**config.mk**
```make
export PLATFORM = sky130hd
export DESIGN_NAME = ipv4_tcp_checksum_engine_unit
export DESIGN_NICKNAME = d
export VERILOG_FILES = /design/src/hw/rtl/ipv4cs_pkg.sv /design/src/hw/rtl/ipv4cs_accum.sv /design/src/hw/rtl/ipv4cs_finish.sv /design/src/hw/rtl/ipv4_tcp_checksum_engine_unit.sv
export SDC_FILE = /design/constraint.sdc
export NUM_CORES = 1
export LEC_CHECK = 0
export BUFFER_PORTS_ARGS = -buffer_cell sky130_fd_sc_hd__buf_2
export CAP_MARGIN = 10
export CORE_UTILIZATION = 40
export CTS_BUF_LIST = sky130_fd_sc_hd__clkbuf_2
export DETAILED_ROUTE_END_ITERATION = 7
export HOLD_SLACK_MARGIN = 0.05
export PLACE_DENSITY = 0.63
export SYNTH_ARGS = -nofsm -noshare
export SYNTH_HDL_FRONTEND = slang
export SYNTH_HIERARCHICAL = 1
export SYNTH_SLANG_ARGS = --single-unit
```
**constraint.sdc**
```tcl
create_clock -name clk -period 19.6 [get_ports clk]
set_clock_uncertainty 0.05 [all_clocks]
set_input_delay 0.98 -clock clk [delete_from_list [all_inputs] [get_ports clk]]
set_output_delay 0.98 -clock clk [all_outputs]
set_load 0.005 [all_outputs]
```
**src/hw/rtl/ipv4cs_pkg.sv**
```systemverilog
// Shared types, constants and one's-complement helper for the IPv4/TCP checksum engine.
`default_nettype none
package ipv4cs_pkg;

  localparam int unsigned MAX_PACKET_BYTES_DEF = 65535;

  // Byte positions inside a packet with a 20-byte IPv4 header
  localparam logic [15:0] HDR_BYTES      = 16'd20;
  localparam logic [15:0] POS_PROTOCOL   = 16'd9;
  localparam logic [15:0] POS_IP_CSUM_HI = 16'd10;
  localparam logic [15:0] POS_IP_CSUM_LO = 16'd11;
  localparam logic [15:0] POS_PSEUDO_LO  = 16'd13;
  localparam logic [15:0] POS_TCP_CSUM_HI = 16'd36;
  localparam logic [15:0] POS_TCP_CSUM_LO = 16'd37;

  localparam logic [15:0] WORD_MASK = 16'hFFFF;
  localparam logic [15:0] HIGH_MASK = 16'hFF00;

  // Packet totals handed from the accumulator to the finishing stage
  typedef struct packed {
    logic [15:0] header_sum;
    logic [15:0] segment_sum;
    logic [7:0]  pending_high_byte;
    logic [15:0] byte_count;
  } pkt_totals_t;

  // 16-bit one's-complement add with end-around carry
  function automatic logic [15:0] oc_add(input logic [15:0] a, input logic [15:0] b);
    logic [16:0] s;
    logic [16:0] f;
    s = {1'b0, a} + {1'b0, b};
    f = {1'b0, s[15:0]} + {16'd0, s[16]};
    return f[15:0] & WORD_MASK;
  endfunction

endpackage
`default_nettype wire

```
**src/hw/rtl/ipv4cs_accum.sv**
```systemverilog
// Per-byte accumulator: position count, pending high byte, header and segment sums.
`default_nettype none
module ipv4cs_accum
  import ipv4cs_pkg::*;
#(
  parameter int unsigned MAX_PACKET_BYTES = MAX_PACKET_BYTES_DEF
) (
  input  wire logic        clk,
  input  wire logic        rst,
  input  wire logic        in_valid,
  output logic             in_stall,
  input  wire logic [7:0]  data_byte,
  input  wire logic        last,
  output logic             tot_valid,
  output pkt_totals_t      tot,
  input  wire logic        tot_ready
);

  localparam int unsigned POS_W = $clog2(MAX_PACKET_BYTES + 1);
  localparam logic [POS_W-1:0] POS_MAX = POS_W'(MAX_PACKET_BYTES);

  logic [POS_W-1:0] byte_position, byte_position_next;
  logic [15:0]      header_sum, header_sum_next;
  logic [15:0]      segment_sum, segment_sum_next;
  logic [7:0]       pending_high_byte, pending_high_byte_next;

  logic        accept;
  logic        tot_take;
  logic [15:0] pos;
  logic [7:0]  eb;
  logic [15:0] word;
  logic        odd;

  assign tot_take = tot_valid && tot_ready;
  assign in_stall = tot_valid && !tot_ready;
  assign accept   = in_valid && !in_stall;

  assign pos  = 16'(byte_position);
  assign odd  = byte_position[0];
  assign eb   = (pos == POS_IP_CSUM_HI || pos == POS_IP_CSUM_LO ||
                 pos == POS_TCP_CSUM_HI || pos == POS_TCP_CSUM_LO) ? 8'd0 : data_byte;
  assign word = {pending_high_byte, eb};

  always_comb begin
    byte_position_next     = byte_position;
    header_sum_next        = header_sum;
    segment_sum_next       = segment_sum;
    pending_high_byte_next = pending_high_byte;
    // bytes past the size limit are dropped, count saturates
    if (byte_position < POS_MAX) begin
      byte_position_next = byte_position + POS_W'(1);
      if (!odd) begin
        pending_high_byte_next = eb;
      end else if (pos < HDR_BYTES) begin
        header_sum_next = oc_add(header_sum, word);
      end
      // protocol byte (position 9, below the pseudo-header words) and
      // pseudo-header/segment words share one adder
      if (pos == POS_PROTOCOL) begin
        segment_sum_next = oc_add(segment_sum, {8'd0, eb});
      end else if (odd && pos >= POS_PSEUDO_LO) begin
        segment_sum_next = oc_add(segment_sum, word);
      end
    end
  end

  always_ff @(posedge clk) begin
    if (rst) begin
      byte_position     <= '0;
      header_sum        <= '0;
      segment_sum       <= '0;
      pending_high_byte <= '0;
      tot_valid         <= 1'b0;
    end else begin
      if (accept) begin
        if (last) begin
          byte_position     <= '0;
          header_sum        <= '0;
          segment_sum       <= '0;
          pending_high_byte <= '0;
        end else begin
          byte_position     <= byte_position_next;
          header_sum        <= header_sum_next;
          segment_sum       <= segment_sum_next;
          pending_high_byte <= pending_high_byte_next;
        end
      end
      if (accept && last) begin
        tot_valid <= 1'b1;
      end else if (tot_take) begin
        tot_valid <= 1'b0;
      end
    end
  end

  always_ff @(posedge clk) begin
    if (accept && last) begin
      tot.header_sum        <= header_sum_next;
      tot.segment_sum       <= segment_sum_next;
      tot.pending_high_byte <= pending_high_byte_next;
      tot.byte_count        <= 16'(byte_position_next);
    end
  end

endmodule
`default_nettype wire

```
**src/hw/rtl/ipv4cs_finish.sv**
```systemverilog
// Final fold of pad and TCP length, complement or short-packet zeroing, and the output register.
`default_nettype none
module ipv4cs_finish
  import ipv4cs_pkg::*;
(
  input  wire logic        clk,
  input  wire logic        rst,
  input  wire logic        tot_valid,
  input  pkt_totals_t      tot,
  output logic             tot_ready,
  output logic             out_valid,
  input  wire logic        out_stall,
  output logic [15:0]      ip_header_checksum,
  output logic [15:0]      tcp_segment_checksum,
  output logic             packet_too_short
);

  logic        take;
  logic        short_pkt;
  logic [15:0] pad_word;
  logic [15:0] tcp_len;
  logic [15:0] seg_pad;
  logic [15:0] seg_full;

  assign tot_ready = !out_valid || !out_stall;
  assign take      = tot_valid && tot_ready;

  assign short_pkt = tot.byte_count < HDR_BYTES;
  assign pad_word  = tot.byte_count[0] ? ({tot.pending_high_byte, 8'd0} & HIGH_MASK) : 16'd0;
  assign tcp_len   = (tot.byte_count - HDR_BYTES) & WORD_MASK;
  assign seg_pad   = oc_add(tot.segment_sum, pad_word);
  assign seg_full  = oc_add(seg_pad, tcp_len);

  always_ff @(posedge clk) begin
    if (rst) begin
      out_valid <= 1'b0;
    end else if (take) begin
      out_valid <= 1'b1;
    end else if (!out_stall) begin
      out_valid <= 1'b0;
    end
  end

  always_ff @(posedge clk) begin
    if (take) begin
      if (short_pkt) begin
        ip_header_checksum   <= 16'd0;
        tcp_segment_checksum <= 16'd0;
        packet_too_short     <= 1'b1;
      end else begin
        ip_header_checksum   <= ~tot.header_sum;
        tcp_segment_checksum <= ~seg_full;
        packet_too_short     <= 1'b0;
      end
    end
  end

endmodule
`default_nettype wire

```
**src/hw/rtl/ipv4_tcp_checksum_engine_unit.sv**
```systemverilog
// Top level of the IPv4/TCP checksum engine.
// Takes an IPv4 packet one byte per transaction on the input channel (20-byte
// header, no options) and, for the transaction that carries last, delivers one
// output transaction with the complemented IP header checksum and the TCP
// checksum over pseudo-header and segment. Checksum bytes 10/11 and 36/37 count
// as zero; an odd final byte is padded with a zero low byte. Packets under 20
// bytes give zero checksums with packet_too_short set. Bytes beyond
// MAX_PACKET_BYTES are dropped. One byte is taken every clock while in_stall
// is low: each byte costs at most one 16-bit end-around-carry add per sum in
// the accumulator. A result passes the totals register, then the finishing
// fold of pad and TCP length into the output register. in_stall is raised
// only while a finished packet total waits behind a stalled output register.
`default_nettype none
module ipv4_tcp_checksum_engine_unit
  import ipv4cs_pkg::*;
#(
  parameter int unsigned MAX_PACKET_BYTES = MAX_PACKET_BYTES_DEF
) (
  input  wire logic        clk,
  input  wire logic        rst,
  input  wire logic        in_valid,
  output logic             in_stall,
  input  wire logic [7:0]  data_byte,
  input  wire logic        last,
  output logic             out_valid,
  input  wire logic        out_stall,
  output logic [15:0]      ip_header_checksum,
  output logic [15:0]      tcp_segment_checksum,
  output logic             packet_too_short
);

  // packet totals between the two stages
  logic        tot_valid;
  logic        tot_ready;
  pkt_totals_t tot;

  ipv4cs_accum #(
    .MAX_PACKET_BYTES(MAX_PACKET_BYTES)
  ) u_accum (
    .clk       (clk),
    .rst       (rst),
    .in_valid  (in_valid),
    .in_stall  (in_stall),
    .data_byte (data_byte),
    .last      (last),
    .tot_valid (tot_valid),
    .tot       (tot),
    .tot_ready (tot_ready)
  );

  ipv4cs_finish u_finish (
    .clk                  (clk),
    .rst                  (rst),
    .tot_valid            (tot_valid),
    .tot                  (tot),
    .tot_ready            (tot_ready),
    .out_valid            (out_valid),
    .out_stall            (out_stall),
    .ip_header_checksum   (ip_header_checksum),
    .tcp_segment_checksum (tcp_segment_checksum),
    .packet_too_short     (packet_too_short)
  );

endmodule
`default_nettype wire

```
# [Yosys cells after proc, flatten, opt, wreduce, memory -nomap -nowiden]
# Cells that the tools add are included.
[totals] reg_bits=147 in_bits=13 out_inout_bits=35 word_cells=71
[classes] add_sub_neg=12 order_cmp=4 eq_ne=6 muxes=20 n_bitwise=2 reduce_logical=14
[op_table] operator="$mux W16" n=11
[op_table] operator="$add A16 B1 Y16" n=5
[op_table] operator="$add A16 B16 Y17" n=4
[op_table] operator="$eq A16 B4 Y1 const B" n=3
[op_table] operator="$eq A16 B6 Y1 const B" n=2
[op_table] operator="$lt A16 B5 Y1 const B" n=2
[op_table] operator="$mux W8" n=4
[op_table] operator="$not A16 Y16" n=2
[op_table] operator="$add A16 B8 Y17" n=1
[op_table] operator="$add A16 B1 Y16 const B" n=1
[op_table] operator="$ge A16 B4 Y1 const B" n=1
[op_table] operator="$lt A16 B16 Y1 const B" n=1
[op_table] operator="$sub A16 B5 Y16 const B" n=1
[op_table] operator="$logic_and A1 B1 Y1" n=5
[op_table] operator="$mux W1" n=5
[op_table] operator="$logic_not A1 Y1" n=4
[op_table] operator="$logic_or A1 B1 Y1" n=4
[op_table] operator="$ne A2 B1 Y1 const B" n=1
[op_table] operator="$reduce_bool A2 Y1" n=1

# [Logic depth before layout (Yosys ltp)]
[depth] depth_word=11 ltp_mapped=34 mapped_depth_nobuf=33

# [Cells and area by module]
# Netlist, hierarchy kept.
[by_module_without_submodules] module="ipv4cs_accum" instances=1 cells_per_inst=959 area_each_um2=8156.6 seq_area_each_um2=2822.7
[by_module_without_submodules] module="ipv4cs_finish" instances=1 cells_per_inst=364 area_each_um2=3265.6 seq_area_each_um2=1011.0

# [Least setup slack after synthesis]
# OpenSTA, ideal clock, no wires.
[synth_timing] kind="reg2reg" from="register u_accum/tot[0] (netlist name)" to="register u_finish.tcp_segment_checksum[15] (data pin)" setup_time_ns=0.264 arrival_time_ns=6.360 required_ns=19.286 setup_slack_ns=12.926 path_stages_with_launch=35 n_path_buf=1 synth_period_minus_slack_ns=6.674 cell_sequence="edfxtp_1 -> and2_1 -> ha_1 -> fa_1 -> a21o_1 -> a21oi_1 -> o21ai_0 -> o21ai_0 -> nand2b_1 -> a21o_1 -> ha_1 -> and3_1 -> and3_1 -> inv_1 -> nor2_1 -> nand3_1 -> xor2_1 -> ha_1 -> clkbuf_1 -> and3_1 -> and2_1 -> nand4_1 -> a21oi_1 -> o21ai_0 -> a21boi_0 -> o21ai_0 -> nand2b_1 -> ha_1 -> nand3_1 -> a2111oi_4 -> nand2_1 -> or4_4 -> nor4_4 -> xnor2_1 -> nor2_2"
[synth_via] elab_chain_len=6 word_cells_on_any_way=8 cone_classes="add/sub (5); order compare (1); mux (1); bitwise (1)"
[synth_rtl] item="$mux W16" line="ipv4cs_finish.sv:29" rtl="assign pad_word = tot.byte_count[0] ? ({tot.pending_high_byte, 8'd0} & HIGH_MASK) : 16'd0;"
[synth_rtl] item="$add A16 B16 Y17" line="ipv4cs_pkg.sv:31" rtl="s = {1'b0, a} + {1'b0, b};"
[synth_rtl] item="$add A16 B1 Y16" line="ipv4cs_pkg.sv:32" rtl="f = {1'b0, s[15:0]} + {16'd0, s[16]};"
[synth_rtl] item="$add A16 B16 Y17" line="ipv4cs_pkg.sv:31"
[synth_rtl] item="$add A16 B1 Y16" line="ipv4cs_pkg.sv:32"
[synth_rtl] item="$not A16 Y16" line="ipv4cs_finish.sv:52" rtl="tcp_segment_checksum <= ~seg_full;"
[synth_rtl] item="to (signal assigned)" line="ipv4cs_finish.sv:52"
[synth_rtl] item="to (decl)" line="ipv4cs_finish.sv:14" rtl="output logic [15:0] tcp_segment_checksum,"
# Parallel ways exist; a longest one is shown, timed or not.
# A chain may end at the register's enable or synchronous reset.

# [Worst setup path in the final report]
[layout_timing] from="register u_accum/tot[0] (netlist name)" to="register u_finish.tcp_segment_checksum[15] (data pin)"
[layout_via] elab_chain_len=6 word_cells_on_any_way=8 cone_classes="add/sub (5); order compare (1); mux (1); bitwise (1)"
[layout_rtl] item="$mux W16" line="ipv4cs_finish.sv:29"
[layout_rtl] item="$add A16 B16 Y17" line="ipv4cs_pkg.sv:31"
[layout_rtl] item="$add A16 B1 Y16" line="ipv4cs_pkg.sv:32"
[layout_rtl] item="$add A16 B16 Y17" line="ipv4cs_pkg.sv:31"
[layout_rtl] item="$add A16 B1 Y16" line="ipv4cs_pkg.sv:32"
[layout_rtl] item="$not A16 Y16" line="ipv4cs_finish.sv:52"
# Parallel ways exist; a longest one is shown, timed or not.

==> impl_metrics.py <==
metrics = {
    "run_status": {
        "outcome": "finished clean",
    },
    "timing": {
        "fmax_mhz": 134,
        "min_period_ns": 7.44,
        "tns_ns": 0,
        "hold_ws_ns": 0.436,
        "max_slew_margin_pct": 21.5,
        "slew_viol_final": 0,
        "hold_viol_final": 0,
        "setup_viol": 0,
        "rsz0062_at_grt": "no",
        "layout_setup_ws_ns": 12.16,
        "worstMarginPinSlew_ns": 1.17,
        "finalCritPeriodShare_pct": 38.0,
    },
    "placed_design": {
        "place_area_um2": 11900,
        "hpwl_mm": 23.5,
        "gp_congestion": 0.930,
        "numPortBuffers": 47,
        "dp_slack_ns": 12.24,
    },
    "finish": {
        "finalInstanceArea_um2": 12200,
        "nets": 1415,
        "layout-drive-gt1-share_pct": 10.3,
        "nFillCells": 2781,
        "layout_common_cells": "159 x nor2_1, 108 x nand2_1, 89 x edfxtp_1, 68 x ha_1, 65 x a21oi_1",
        "area_growth_pct": 6.66,
        "final_common_cell": "nor2_1",
    },
    "global_routing": {
        "grt_max_degree": 60,
        "gr-usage-all-layers_pct": 21.9,
        "grt_pass1_wl_mm": 50.5,
        "antenna_found_initial": 1,
        "grt_pass1_vias": 9251,
        "grt_overflow": 0,
    },
    "critical_path": {
        "criticalPathCategory": "reg -> reg",
        "crit_path_start_kind": "flip-flop",
        "reg2reg_slack_ns": 12.16,
        "cp.arrival_ns": 7.94,
        "setup.worst_path.end": "u_finish/tcp_segment_checksum[15]",
        "crit_path_max_fanout": 9,
        "critPathCaptureType": "flip-flop",
        "worst_r2r_path_depth": 33,
        "r2r-end": "u_finish/tcp_segment_checksum[15]",
        "cp.required_ns": 20.09,
        "max_stage_delay_ns": 0.56,
        "slowest_stage": "edfxtp_1",
        "crit_start": "u_accum/tot[0]",
        "timing.rr.start": "u_accum/tot[0]",
    },
    "floorplan": {
        "dieHeight_um": 171,
        "fp.dieW_um": 171,
        "rows": 61,
        "dieArea_um2": 29200,
        "ios": 48,
        "initial_utilization_pct": 40.9,
        "core_um2": 27900,
    },
    "logic_synthesis": {
        "syn_nets": 1406,
        "synth_warnings": 6,
        "synth_edf_count": 89,
        "ys.flop_type": "edfxtp_1",
        "synth_seq_area_share_pct": 33.6,
        "synthXorXnorAreaFrac_pct": 7.21,
        "synthMuxAreaShare_pct": 1.77,
        "synth-simple-area-share_pct": 24.3,
        "syn-cell-area_um2": 11400,
        "synth_cells": 1323,
        "ys_ff_latch": 147,
        "ys_types": 95,
        "synth_top_family_by_area": "simple AND/OR/NAND/NOR gates",
        "synth_compound_area_share_pct": 21.8,
        "synthArstFlopShare_pct": 0,
        "synthAdderAreaFrac_pct": 7.80,
        "avgSynthCellArea_um2": 8.63,
    },
    "clock_tree": {
        "htreeDepth": 4,
        "cts_sinks": 147,
        "postCtsResizedCells": 0,
        "cts.clk_slew.worst_paths_ns": 0.26,
        "cts_hold_buf": 0,
        "clk_latency_ns": 0.77,
        "cts_tree": "built",
        "cts_made_buffers": 17,
        "cts.path.max_buffers": 2,
        "cts_setup_buffers": 0,
        "cts-root-buf": "clkbuf_2",
    },
    "detailed_routing": {
        "dr.pass1.iters": 5,
        "num_vias": 10233,
        "avgViaCountPerCell": 5.94,
        "drt_iter0_markers": 919,
        "routed_wirelength_mm": 31.4,
        "drc": 0,
        "drtAntennaViolNets": 0,
        "wl_per_cell_um": 18.2,
    },
    "pwr": {
        "p_leak_nw": 4.57,
        "p_total_mw": 0.667,
        "max-vdd-ir-drop_mv": 0.0265,
        "p_per_area_nw_per_um2": 54.7,
    },
    "worst_hold_path": {
        "hold_path_class": "in -> reg",
    },
    "run": {
        "maxCapViolCount": 0,
    },
}
synth_stat cells (37+ instances only):
master	number	area, um2
a21oi_1	65	325
a22oi_1	43	323
clkbuf_1	54	203
dfxtp_1	58	1160
edfxtp_1	89	2670
ha_1	68	851
nand2_1	108	405
nand3_1	44	220
nor2_1	161	604
o21ai_0	60	300
xnor2_1	57	499
xor2_1	37	324
per-layer routing:
metal | up-vias | track usage, % | part of all wire, %
met5 | - | 0 | 0
met3 | 55 | 2.66 | 6.3
met2 | 356 | 33.4 | 43
met1 | 4855 | 31.5 | 48
li1 | 4967 | - | -
met4 | 0 | 8.23 | 2.7
how the worst min path moves through the flow:
stage,start,endpoint,cells after the start
5_1_grt,out_stall,u_finish/out_valid,3
4_1_cts,out_stall,u_finish/out_valid,3
2_1_floorplan,u_accum/tot_valid,u_finish/out_valid,2
3_3_place_gp,u_accum/tot_valid,u_finish/out_valid,2
6_report,out_stall,u_finish/out_valid,3
3_5_place_dp,u_accum/tot_valid,u_finish/out_valid,2
flip-flops by register name, indices dropped and copies added (netlist names):
register	cells
u_accum/tot	56
u_accum/byte_position	16
u_accum/header_sum	16
u_accum/segment_sum	16
u_finish/ip_header_checksum	16
u_finish/tcp_segment_checksum	16
u_accum/pending_high_byte	8
u_accum/tot_valid	1
u_finish/out_valid	1
u_finish/packet_too_short	1
worst max-delay path: cells and delay by family (launching register included):
kind	cells	cell delay, ns
adder cells (fa/ha/maj)	5	1.41
XOR/XNOR	2	0.25
flip-flops	1	0.56
AO/OA/AOI/OAI	10	2.09
AND/OR/NAND/NOR	15	2.76
buffers and inverters	1	0.08
power breakdown:
group | switching, mW | total [mW] | internal (mW)
combinational | 0.0834 | 0.135 | 0.0512
clock | 0.134 | 0.186 | 0.0523
sequential | 0.00632 | 0.346 | 0.340
total | 0.223 | 0.667 | 0.443
metrics by stage:
stage / util, % / cells
4_1_cts: 43.6 / 1723
3_5_place_dp: 42.7 / 1691
2_1_floorplan: - / 1323
5_1_grt: 43.6 / 1724
6_report: 43.6 / 1724
3_3_place_gp: 42.7 / 1691
area by class of cell:
type | instances | area [um2] | area share (%)
Tap cell | 378 | 473 | 3.88
Inverter | 33 | 124 | 1.02
Sequential cell | 147 | 3830 | 31.5
Multi-Input combinational cell | 1075 | 7190 | 59.0
Clock inverter | 15 | 161 | 1.32
Clock buffer | 17 | 85.1 | 0.698
Antenna cell | 1 | 2.50 | 0.0205
Timing Repair Buffer | 58 | 318 | 2.61
cells by family (layout without fill, tap and decap cells):
group | Yosys count | after routing
compound gates | 353 | 353
flops | 147 | 147
buf+inv | 101 | 123
other cells | 0 | 1
xor+xnor | 94 | 94
simple gates | 539 | 539
mux | 19 | 19
fa+ha+maj | 70 | 70
(Power assumes the default switching activity.)
